## config.mk

```make
export PLATFORM = sky130hd
export DESIGN_NAME = damped_needle_heading_tracker_core
export DESIGN_NICKNAME = d
export VERILOG_FILES = /design/src/rtl/dnht_pkg.sv /design/src/rtl/damped_needle_heading_tracker_core.sv
export SDC_FILE = /design/constraint.sdc
export NUM_CORES = 2
export LEC_CHECK = 0
export CAP_MARGIN = 40
export CELL_PAD_IN_SITES_DETAIL_PLACEMENT = 1
export CELL_PAD_IN_SITES_GLOBAL_PLACEMENT = 1
export CORE_MARGIN = 2
export CORE_UTILIZATION = 50
export CTS_BUF_LIST = sky130_fd_sc_hd__clkbuf_16
export DETAILED_ROUTE_END_ITERATION = 8
export DONT_BUFFER_PORTS = 1
export PLACE_DENSITY = 0.84
export SLEW_MARGIN = 10
export SYNTH_ARGS = -nofsm -noshare
export SYNTH_HDL_FRONTEND = slang
export SYNTH_SLANG_ARGS = --single-unit
```

## constraint.sdc

```tcl
create_clock -name clk -period 9.84 [get_ports clk]
set_clock_uncertainty 0.1 [all_clocks]
set_input_delay 0.984 -clock clk [delete_from_list [all_inputs] [get_ports clk]]
set_output_delay 0.984 -clock clk [all_outputs]
set_load 0.01 [all_outputs]
```

## src/rtl/dnht_pkg.sv

```systemverilog
// shared types, fixed-point constants and the control store of the needle tracker
// no dependencies; imported by damped_needle_heading_tracker_core, needle_track_checker and tb
package dnht_pkg;

  localparam int HEAD_W = 27;
  localparam int ANG_W  = 32;
  localparam int GAIN_W = 16;
  localparam int DT_W   = 16;
  localparam int HW_W   = 28;
  localparam int DIFF_W = 35;
  localparam int MA_W   = 36;
  localparam int MB_W   = GAIN_W + 1;
  localparam int PROD_W = MA_W + MB_W;
  localparam int ACC_W  = 62;
  localparam int FRAC_G = 8;
  localparam int FRAC_T = 16;
  localparam int SPLIT  = 22;
  localparam int STEP_W = 4;
  localparam int CFG_W  = 2;

  localparam logic signed [DIFF_W-1:0] DEG360 = 35'sd23592960;
  localparam logic signed [DIFF_W-1:0] DEG270 = 35'sd17694720;
  localparam logic signed [DIFF_W-1:0] DEG90  = 35'sd5898240;

  localparam logic [GAIN_W-1:0] SPRING_RST = 16'd512;
  localparam logic [GAIN_W-1:0] DRAG_RST   = 16'd230;
  localparam logic [GAIN_W-1:0] STILL_RST  = 16'd7;

  localparam logic [CFG_W-1:0] CFG_SPRING = 2'd0;
  localparam logic [CFG_W-1:0] CFG_DRAG   = 2'd1;
  localparam logic [CFG_W-1:0] CFG_STILL  = 2'd2;

  typedef enum logic [3:0] {
    OP_NOP,
    OP_WRAP,
    OP_DIFF,
    OP_MUL_SD,
    OP_MUL_DV,
    OP_SUB,
    OP_MUL_ALO,
    OP_MUL_AHI,
    OP_ADD_HI,
    OP_VEL,
    OP_MUL_NV,
    OP_POS,
    OP_HOLD
  } op_t;

  typedef struct packed {
    op_t               op;
    logic              jump_still;
    logic [STEP_W-1:0] target;
    logic              last;
  } cw_t;

  localparam logic [STEP_W-1:0] STEP_HOLD = 4'd11;

  function automatic cw_t ucode_rom(input logic [STEP_W-1:0] step);
    cw_t cw;
    cw = '{op: OP_NOP, jump_still: 1'b0, target: '0, last: 1'b1};
    case (step)
      4'd0:  cw = '{op: OP_WRAP,    jump_still: 1'b0, target: '0,        last: 1'b0};
      4'd1:  cw = '{op: OP_DIFF,    jump_still: 1'b0, target: '0,        last: 1'b0};
      4'd2:  cw = '{op: OP_MUL_SD,  jump_still: 1'b0, target: '0,        last: 1'b0};
      4'd3:  cw = '{op: OP_MUL_DV,  jump_still: 1'b0, target: '0,        last: 1'b0};
      4'd4:  cw = '{op: OP_SUB,     jump_still: 1'b0, target: '0,        last: 1'b0};
      4'd5:  cw = '{op: OP_MUL_ALO, jump_still: 1'b0, target: '0,        last: 1'b0};
      4'd6:  cw = '{op: OP_MUL_AHI, jump_still: 1'b0, target: '0,        last: 1'b0};
      4'd7:  cw = '{op: OP_ADD_HI,  jump_still: 1'b0, target: '0,        last: 1'b0};
      4'd8:  cw = '{op: OP_VEL,     jump_still: 1'b0, target: '0,        last: 1'b0};
      4'd9:  cw = '{op: OP_MUL_NV,  jump_still: 1'b1, target: STEP_HOLD, last: 1'b0};
      4'd10: cw = '{op: OP_POS,     jump_still: 1'b0, target: '0,        last: 1'b1};
      4'd11: cw = '{op: OP_HOLD,    jump_still: 1'b0, target: '0,        last: 1'b1};
      default: cw = '{op: OP_NOP,   jump_still: 1'b0, target: '0,        last: 1'b1};
    endcase
    return cw;
  endfunction

endpackage

```

## src/rtl/damped_needle_heading_tracker_core.sv

```systemverilog
// damped needle heading tracker: microcoded sequencer over one shared 36x17 multiplier
// depends on dnht_pkg (widths, constants, control store)
// each item runs eleven control-store steps, on both the moving and the still path
// a new input beat is accepted only after the previous item's final step has completed
// a result held by a stalled output delays the next item's final step only
// reset: gains and band return to 2.0, 0.9 and 7, needle position and velocity clear to zero
module damped_needle_heading_tracker_core
  import dnht_pkg::*;
(
  input  logic                      clk,
  input  logic                      rst,
  input  logic                      in_valid,
  output logic                      in_ready,
  input  logic signed [HEAD_W-1:0]  target_heading,
  input  logic        [DT_W-1:0]    time_step,
  output logic                      out_valid,
  input  logic                      out_ready,
  output logic signed [ANG_W-1:0]   needle_angle,
  input  logic                      cfg_valid,
  output logic                      cfg_ready,
  input  logic        [CFG_W-1:0]   cfg_index,
  input  logic        [GAIN_W-1:0]  cfg_data
);

  typedef enum logic [1:0] {
    S_IDLE = 2'b01,
    S_RUN  = 2'b10
  } state_t;

  state_t                    state;
  logic [STEP_W-1:0]         pc;
  cw_t                       cw;

  logic [GAIN_W-1:0]         spring_gain;
  logic [GAIN_W-1:0]         drag_gain;
  logic [GAIN_W-1:0]         still_band;
  logic signed [ANG_W-1:0]   needle_pos;
  logic signed [ANG_W-1:0]   needle_vel;

  logic signed [HEAD_W-1:0]  head_q;
  logic [DT_W-1:0]           dt_q;
  logic signed [HW_W-1:0]    hw;
  logic signed [ANG_W-1:0]   pw;
  logic signed [DIFF_W-1:0]  diff;
  logic signed [PROD_W-1:0]  prod;
  logic signed [ACC_W-1:0]   acc;

  logic signed [DIFF_W-1:0]  hw_next;
  logic signed [DIFF_W-1:0]  pw_next;
  logic signed [DIFF_W-1:0]  diff_next;
  logic signed [DIFF_W-1:0]  hx;
  logic signed [DIFF_W-1:0]  px;
  logic signed [DIFF_W-1:0]  d0;
  logic signed [DIFF_W-1:0]  alt_lo;
  logic signed [DIFF_W-1:0]  alt_hi;
  logic signed [DIFF_W-1:0]  abs_lo;

  logic signed [MA_W-1:0]    mul_a;
  logic [GAIN_W-1:0]         mul_b;
  logic signed [MB_W-1:0]    mul_bs;
  logic signed [PROD_W-1:0]  mul_p;
  logic                      mul_en;

  logic signed [ACC_W-1:0]   prod_x;
  logic signed [ACC_W-1:0]   vel_sum;
  logic signed [ACC_W-1:0]   pos_sum;
  logic signed [ANG_W-1:0]   vel_next;
  logic signed [ANG_W-1:0]   pos_next;
  logic [ANG_W:0]            vel_abs;
  logic                      still;
  logic                      out_free;
  logic                      done;

  function automatic logic signed [DIFF_W-1:0] wrap_once(input logic signed [DIFF_W-1:0] x);
    logic signed [DIFF_W-1:0] y;
    y = (x < 0) ? x + DEG360 : x;
    if (y > DEG360) begin
      y = y - DEG360;
    end
    return y;
  endfunction

  function automatic logic signed [ANG_W-1:0] sat32(input logic signed [ACC_W-1:0] x);
    logic hi_ones;
    logic hi_zeros;
    hi_ones  = &x[ACC_W-1:ANG_W-1];
    hi_zeros = ~|x[ACC_W-1:ANG_W-1];
    if (hi_ones || hi_zeros) begin
      return x[ANG_W-1:0];
    end
    return x[ACC_W-1] ? {1'b1, {(ANG_W-1){1'b0}}} : {1'b0, {(ANG_W-1){1'b1}}};
  endfunction

  assign cw        = ucode_rom(pc);
  assign in_ready  = (state == S_IDLE);
  assign cfg_ready = 1'b1;
  assign out_free  = !out_valid || out_ready;
  assign done      = (state == S_RUN) && cw.last && out_free;

  // wrap and shortest signed difference across the seam
  always_comb begin
    hw_next = wrap_once({{(DIFF_W-HEAD_W){head_q[HEAD_W-1]}}, head_q});
    pw_next = wrap_once({{(DIFF_W-ANG_W){needle_pos[ANG_W-1]}}, needle_pos});
    hx      = {{(DIFF_W-HW_W){hw[HW_W-1]}}, hw};
    px      = {{(DIFF_W-ANG_W){pw[ANG_W-1]}}, pw};
    d0      = hx - px;
    alt_lo  = hx - DEG360 - px;
    alt_hi  = DEG360 - px + hx;
    abs_lo  = (alt_lo < 0) ? -alt_lo : alt_lo;
    if (hx > DEG270 && px < DEG90) begin
      diff_next = alt_lo;
    end else if (hx < DEG90 && px > DEG270) begin
      diff_next = alt_hi;
    end else if (d0 > 0) begin
      diff_next = (abs_lo < d0) ? alt_lo : d0;
    end else if (d0 < 0) begin
      diff_next = (alt_hi < -d0) ? alt_hi : d0;
    end else begin
      diff_next = d0;
    end
  end

  // shared multiplier operand select
  always_comb begin
    mul_a  = '0;
    mul_b  = dt_q;
    mul_en = 1'b1;
    case (cw.op)
      OP_MUL_SD: begin
        mul_a = {{(MA_W-DIFF_W){diff[DIFF_W-1]}}, diff};
        mul_b = spring_gain;
      end
      OP_MUL_DV: begin
        mul_a = {{(MA_W-ANG_W){needle_vel[ANG_W-1]}}, needle_vel};
        mul_b = drag_gain;
      end
      OP_MUL_ALO: begin
        mul_a = {{(MA_W-SPLIT){1'b0}}, acc[FRAC_G+SPLIT-1:FRAC_G]};
      end
      OP_MUL_AHI: begin
        mul_a = {{(MA_W-SPLIT){acc[FRAC_G+2*SPLIT-1]}},
                 acc[FRAC_G+2*SPLIT-1:FRAC_G+SPLIT]};
      end
      OP_MUL_NV: begin
        mul_a = {{(MA_W-ANG_W){needle_vel[ANG_W-1]}}, needle_vel};
      end
      default: begin
        mul_en = 1'b0;
      end
    endcase
    mul_bs = {1'b0, mul_b};
    mul_p  = mul_a * mul_bs;
  end

  always_comb begin
    prod_x   = {{(ACC_W-PROD_W){prod[PROD_W-1]}}, prod};
    vel_sum  = $signed({{(ACC_W-ANG_W){needle_vel[ANG_W-1]}}, needle_vel}) + (acc >>> FRAC_T);
    vel_next = sat32(vel_sum);
    pos_sum  = $signed({{(ACC_W-ANG_W){pw[ANG_W-1]}}, pw}) + (prod_x >>> FRAC_T);
    pos_next = (cw.op == OP_POS) ? sat32(pos_sum) : pw;
    vel_abs  = needle_vel[ANG_W-1] ? -{needle_vel[ANG_W-1], needle_vel}
                                   : {needle_vel[ANG_W-1], needle_vel};
    still    = vel_abs < {{(ANG_W+1-GAIN_W){1'b0}}, still_band};
  end

  // sequencer, configuration and architectural state
  always_ff @(posedge clk) begin
    if (rst) begin
      state       <= S_IDLE;
      pc          <= '0;
      out_valid   <= 1'b0;
      spring_gain <= SPRING_RST;
      drag_gain   <= DRAG_RST;
      still_band  <= STILL_RST;
      needle_pos  <= '0;
      needle_vel  <= '0;
    end else begin
      if (out_valid && out_ready && !done) begin
        out_valid <= 1'b0;
      end
      if (cfg_valid) begin
        case (cfg_index)
          CFG_SPRING: spring_gain <= cfg_data;
          CFG_DRAG:   drag_gain   <= cfg_data;
          CFG_STILL:  still_band  <= cfg_data;
          default: ;
        endcase
      end
      case (state)
        S_IDLE: begin
          if (in_valid) begin
            state <= S_RUN;
            pc    <= '0;
          end
        end
        S_RUN: begin
          if (cw.op == OP_VEL) begin
            needle_vel <= vel_next;
          end
          if (cw.last) begin
            if (out_free) begin
              out_valid  <= 1'b1;
              needle_pos <= pos_next;
              state      <= S_IDLE;
            end
          end else if (cw.jump_still && still) begin
            pc <= cw.target;
          end else begin
            pc <= pc + 1'b1;
          end
        end
        default: begin
          state <= S_IDLE;
        end
      endcase
    end
  end

  // datapath registers
  always_ff @(posedge clk) begin
    if (state == S_IDLE && in_valid) begin
      head_q <= target_heading;
      dt_q   <= time_step;
    end
    if (state == S_RUN) begin
      if (mul_en) begin
        prod <= mul_p;
      end
      case (cw.op)
        OP_WRAP: begin
          hw <= hw_next[HW_W-1:0];
          pw <= pw_next[ANG_W-1:0];
        end
        OP_DIFF:    diff <= diff_next;
        OP_MUL_DV:  acc  <= prod_x;
        OP_SUB:     acc  <= acc - prod_x;
        OP_MUL_AHI: acc  <= prod_x;
        OP_ADD_HI:  acc  <= acc + (prod_x <<< SPLIT);
        OP_POS, OP_HOLD: begin
          if (out_free) begin
            needle_angle <= pos_next;
          end
        end
        default: ;
      endcase
    end
  end

  a_start: assert property (@(posedge clk) disable iff (rst)
    in_valid && in_ready |=> state == S_RUN && pc == '0)
    else $error("sequencer did not start at step zero after an input beat");

  a_pc_range: assert property (@(posedge clk) disable iff (rst)
    state == S_RUN |-> pc <= STEP_HOLD)
    else $error("step counter left the control store");

  a_out_src: assert property (@(posedge clk) disable iff (rst)
    $rose(out_valid) |-> $past(state == S_RUN) && $past(cw.last))
    else $error("result raised outside a final step");

  a_pos_hold: assert property (@(posedge clk) disable iff (rst)
    out_valid && !out_ready |=> $stable(needle_pos))
    else $error("needle position committed while a result was still pending");

endmodule

```

# Yosys cells after proc, flatten, opt, wreduce, memory -nomap -nowiden
# Memories as Yosys holds them, arrays and structs flattened. A register that Yosys moved wholly into a read port is not among the register bits.
# Index checks and enable logic that the tools add are counted.
# word_totals
out_inout_bits	35
in_bits	66
rom_bits	144
regBits	404
mem_count	1
# classes
n_addsub	17
mux	39
n_mul	1
n_eq_ne	20
reduce_logical	38
order_cmp	14
# memory_table
name	depth	word_bits	read_ports	rd_clocked_by_memory_dff	wr	line_no	rtl
(no name shown)	16	9	1	1	0	dnht_pkg.sv:61	case (step)
# ops
cell	n
$mux W35	9
$mux W32	8
$pmux W62 S3	1
$pmux W36 S4	1
$gt A35 B26 Y1 const B	2
$neg A33 Y35	2
$lt A33 B1 Y1 const B	2
$add A62 B62 Y62	1
$reduce_and A31 Y1	2
$reduce_or A31 Y1	2
$sub A62 B53 Y62	1
$mul A36 B17 Y53	1
$add A32 B46 Y47	1
$add A32 B37 Y38	1
$lt A34 B35 Y1	1
$lt A35 B33 Y1	1
$add A33 B28 Y34	1
$add A32 B26 Y33 const B	1
$gt A33 B1 Y1 const B	1
$lt A33 B16 Y1	1
$mux W33	1
$neg A33 Y33	1
$sub A26 B32 Y33 const A	1
$sub A28 B32 Y33	1
other kinds (36)	85

# Logic depth before layout (Yosys ltp)
# logic_depth
depth_word	9
ltp_mapped	34

# Worst setup path before layout
# Ideal clock, no wire load.
# synth_timing
path_type	register -> register
start	register cw[9] (netlist name)
end	register prod[47], data pin
stages_incl_launch_ff	32
synth_period_minus_slack_ns	8.465
arrival_time_ns	8.106
slack_ns	1.375
path_cell_list	dfxtp_1 > clkbuf_1 > nand2b_1 > nor3_1 > nor2_1 > clkbuf_1 > a21oi_1 > clkbuf_1 > nor2_1 > fa_1 > inv_1 > fa_1 > fa_1 > inv_1 > fa_1 > fa_1 > inv_1 > fa_1 > inv_1 > ha_1 > a21o_1 > a21oi_1 > o21bai_1 > a221o_1 > nor4bb_1 > o211a_1 > a211oi_1 > a21oi_1 > nand2b_1 > a221o_1 > a21oi_1 > xnor2_1
# synth_via
elab_chain_cells	4
# synth_rtl
item	line_no	rtl
$eq A4 B3 Y1 or $eq A4 B4 Y1 (tied branches)	damped_needle_heading_tracker_core.sv:128	case (cw.op)
$reduce_or A2 Y1 (no line)	--	
$pmux W36 S4	damped_needle_heading_tracker_core.sv:128	
$mul A36 B17 Y53 *	damped_needle_heading_tracker_core.sv:152	mul_p = mul_a * mul_bs;
named net mul_p[47]	damped_needle_heading_tracker_core.sv:61	logic signed [PROD_W-1:0] mul_p;
to (signal assigned)	damped_needle_heading_tracker_core.sv:227	prod <= mul_p;
to (decl)	damped_needle_heading_tracker_core.sv:45	logic signed [PROD_W-1:0] prod;
# Mark *: on every way through the listed nets, which the timed path passes. The rest lies on a longest branch.
# A chain may end at the register's enable or synchronous reset.

# Worst setup path in the final report
# layout_timing
start	register cw[8] (netlist name)
end	register prod[47], data pin
# layout_via
elab_chain_cells	4
# layout_rtl
item	line_no
$eq A4 B3 Y1 or $eq A4 B4 Y1 (tied branches)	damped_needle_heading_tracker_core.sv:128
$reduce_or A2 Y1 (no line)	--
$pmux W36 S4	damped_needle_heading_tracker_core.sv:128
$mul A36 B17 Y53 *	damped_needle_heading_tracker_core.sv:152
named net mul_p[47]	damped_needle_heading_tracker_core.sv:61
# Marked as above.

==> flow_summary.toml <==
[run_status]
status = "complete, no violations"

[pwr]
power_density_nw_per_um2 = 86.3
vdd_drop_max_mv = 0.166
p_leak_nw = 26.8

[sta]
fin_crit_sh = 0.961
setup_slack_ps = 381
setup_viol = 0
slew_headroom = 0.355
max_slew.worst_pin.slew_ps = 967
max_clock_freq_mhz = 106
period_minus_slack_ps = 9460
hold_violations = 0
slew_viol_final = 0
tns_ps = 0

[synth]
yosys_warnings = 0
synth.distinct_cells = 110
avgSynthCellArea_um2 = 8.54
synth-main-ff-cell = "edfxtp_1"
syn_area_um2 = 54900
synth-seq-cells = 409
ys_seq_area_frac = 0.201
synth_cells = 6429
synthArstFlopShare = 0
synth_edf_count = 284

[worst_setup_path]
worstRegToRegCells = 28
path_common_cell = "fa_1"
reg2reg_to = "prod[47]$_DFFE_PP_"
crit_required_ps = 10150
reg2reg_slack_ps = 380
crit_type = "flop to flop"
cp-start-kind = "flop"
cpMaxStageDelayCell = "fa_1"
max_stage_delay_ps = 570
crit_fanout = 30
worstPathArrival_ps = 9770
crit_path_end_kind = "flop"
reg2reg_from = "cw[8]$_DFF_P_"

[layout]
area_growth_pct = 6.75
fin_cells = 7825
mostFrequentLayoutCell = "inv_1"
design_area_um2 = 58600
final_cell_mix = "949 x inv_1, 883 x nand2_1, 559 x fa_1"
layout.nets = 7470
drive_gt1_frac = 0.0497

[grt]
grtUsageTotal = 0.360
grt_first_pass_wirelength_mm = 310
grt_max_degree = 62
grt_overflow = 0
grt_pass1_vias = 51800
grt_antenna_before_repair = 30

[detailed_routing]
first_pass_iters = 6
first_iter_violations = 4266
antenna_left = 0
vias_per_cell = 6.23
vias = 48800
wirelength_mm = 204
wl_per_cell_um = 26.0
drc = 0

[floorplanning]
die_w_um = 335
fp-row-count = 121
fp.dieH_um = 335
ios = 101
start_util = 0.504
die_area_um2 = 112000
floorplan.core_area_um2 = 109000

[worst_hold_path]
hp-class = "primary input to flop"
min_path_cells = 1
worstHoldStart = "rst"
hold_end = "needle_pos[31]$_SDFFE_PP0P_"

[clock_network]
cts_tree = "yes"
clock_sinks = 409
root_buffer = "clkbuf_16"
clkLatencyLatePin_ps = 690
path_clk_slew_ps = 60
cts_buffers = 51
postCtsHoldBufs = 0
cts_buffer_depth = 3
htree_levels = 2

[placement]
post_dp_cell_area_um2 = 56600
dp.cells = 7706
dp_hpwl_mm = 164
dp_worst_setup_slack_ps = 249
gp_congestion = 0.992
io_buffers = 0

[job]
cap_violations = 0
## synthesized netlist by cell type, drive strengths merged, types with 34 or more instances
master | instances | area, µm²
inv | 942 | 3540
nand2 | 886 | 3330
fa | 559 | 11200
ha | 489 | 6120
nor2 | 451 | 1690
a21oi | 353 | 1790
edfxtp | 284 | 8530
o21ai | 264 | 1330
xnor2 | 245 | 2150
clkbuf | 203 | 764
a21o | 173 | 1300
nand3 | 136 | 686
dfxtp | 125 | 2500
xor2 | 120 | 1050
nand4 | 81 | 507
nor3 | 75 | 375
nor2b | 65 | 407
nand2b | 61 | 382
o21a | 55 | 413
a211oi | 51 | 398
a31oi | 47 | 315
nor4 | 45 | 309
o21bai | 45 | 338
and3 | 44 | 275
a221o | 41 | 410
and2 | 39 | 244
o211ai | 39 | 293
a22oi | 37 | 278
buf | 35 | 169
o31ai | 34 | 289
## report_power, final
part	switching (W)	leakage (nW)	internal (W)
logic	0.000732	22.3	0.000400
registers	0.0000271	3.56	0.00188
clock network	0.000886	0.904	0.00114
total	0.00164	26.8	0.00341
## sequential cells by signal, summed over array words and instances, names as in the netlist
name	count
acc	62
prod	53
diff	34
needle_angle	32
needle_pos	32
needle_vel	32
pw	32
hw	28
head_q	27
drag_gain	16
dt_q	16
spring_gain	16
still_band	16
cw	6
pc	4
state	2
out_valid	1
## worst max-delay path by stage
stage,from,end,cells after the start
5_1_grt,cw[6]$_DFF_P_,prod[52]$_DFFE_PP_,30
6_report,cw[8]$_DFF_P_,prod[47]$_DFFE_PP_,28
2_1_floorplan,cw[9]$_DFF_P_,prod[47]$_DFFE_PP_,31
3_3_place_gp,cw[9]$_DFF_P_,prod[47]$_DFFE_PP_,31
4_1_cts,cw[9]$_DFF_P_,prod[47]$_DFFE_PP_,32
3_5_place_dp,cw[9]$_DFF_P_,prod[47]$_DFFE_PP_,32
## critical path: cells and delay by family, from the launching register on
family,cells,cell delay (ps)
flip-flops,1,500
buffers and inverters,4,560
AND/OR/NAND/NOR,6,1960
AO/OA/AOI/OAI,10,2420
XOR/XNOR,1,100
adder cells (fa/ha/maj),7,3560
## layer usage
layer,global-route usage,part of all wire
met2,0.601,0.47
met3,0.0838,0.085
met4,0.186,0.060
met5,0,0.0011
met1,0.434,0.38
## area by class of cell
class / count / area, µm²
Tap cell: 1414 / 1770
Sequential cell: 409 / 11000
Multi-Input combinational cell: 4841 / 39500
Timing Repair Buffer: 111 / 928
Fill cell: 12800 / 50300
Antenna cell: 12 / 30.0
Clock buffer: 55 / 1380
Clock inverter: 41 / 407
Inverter: 942 / 3540
## through the flow
step                       util  power [W]  hold slack (ps)
after floorplan               -    0.00271              325
after global placement    0.519    0.00298              335
after detailed placement  0.520    0.00305              342
after CTS                 0.537    0.00507              243
after global routing      0.538    0.00526              262
final                     0.538    0.00506              279
## cells by family after synthesis
group / count (synthesis) / share of synthesized area
AOI/OAI and AO/OA: 1391 / 0.172
xor gates and xnor gates: 365 / 0.0584
adders and majority gates: 1048 / 0.315
buffers and inverters: 1180 / 0.0814
DFF: 409 / 0.201
muxes: 18 / 0.00330
other: 2 / 0.000137
and+or+nand+nor: 2016 / 0.168
## repair_timing
action,CTS,global route
endpoints found under the setup margin,0,5
buffers inserted,0,10
gates resized for setup,0,8
endpoints found under the hold margin,0,0
Note: power is estimated with default switching activity, not from simulation.
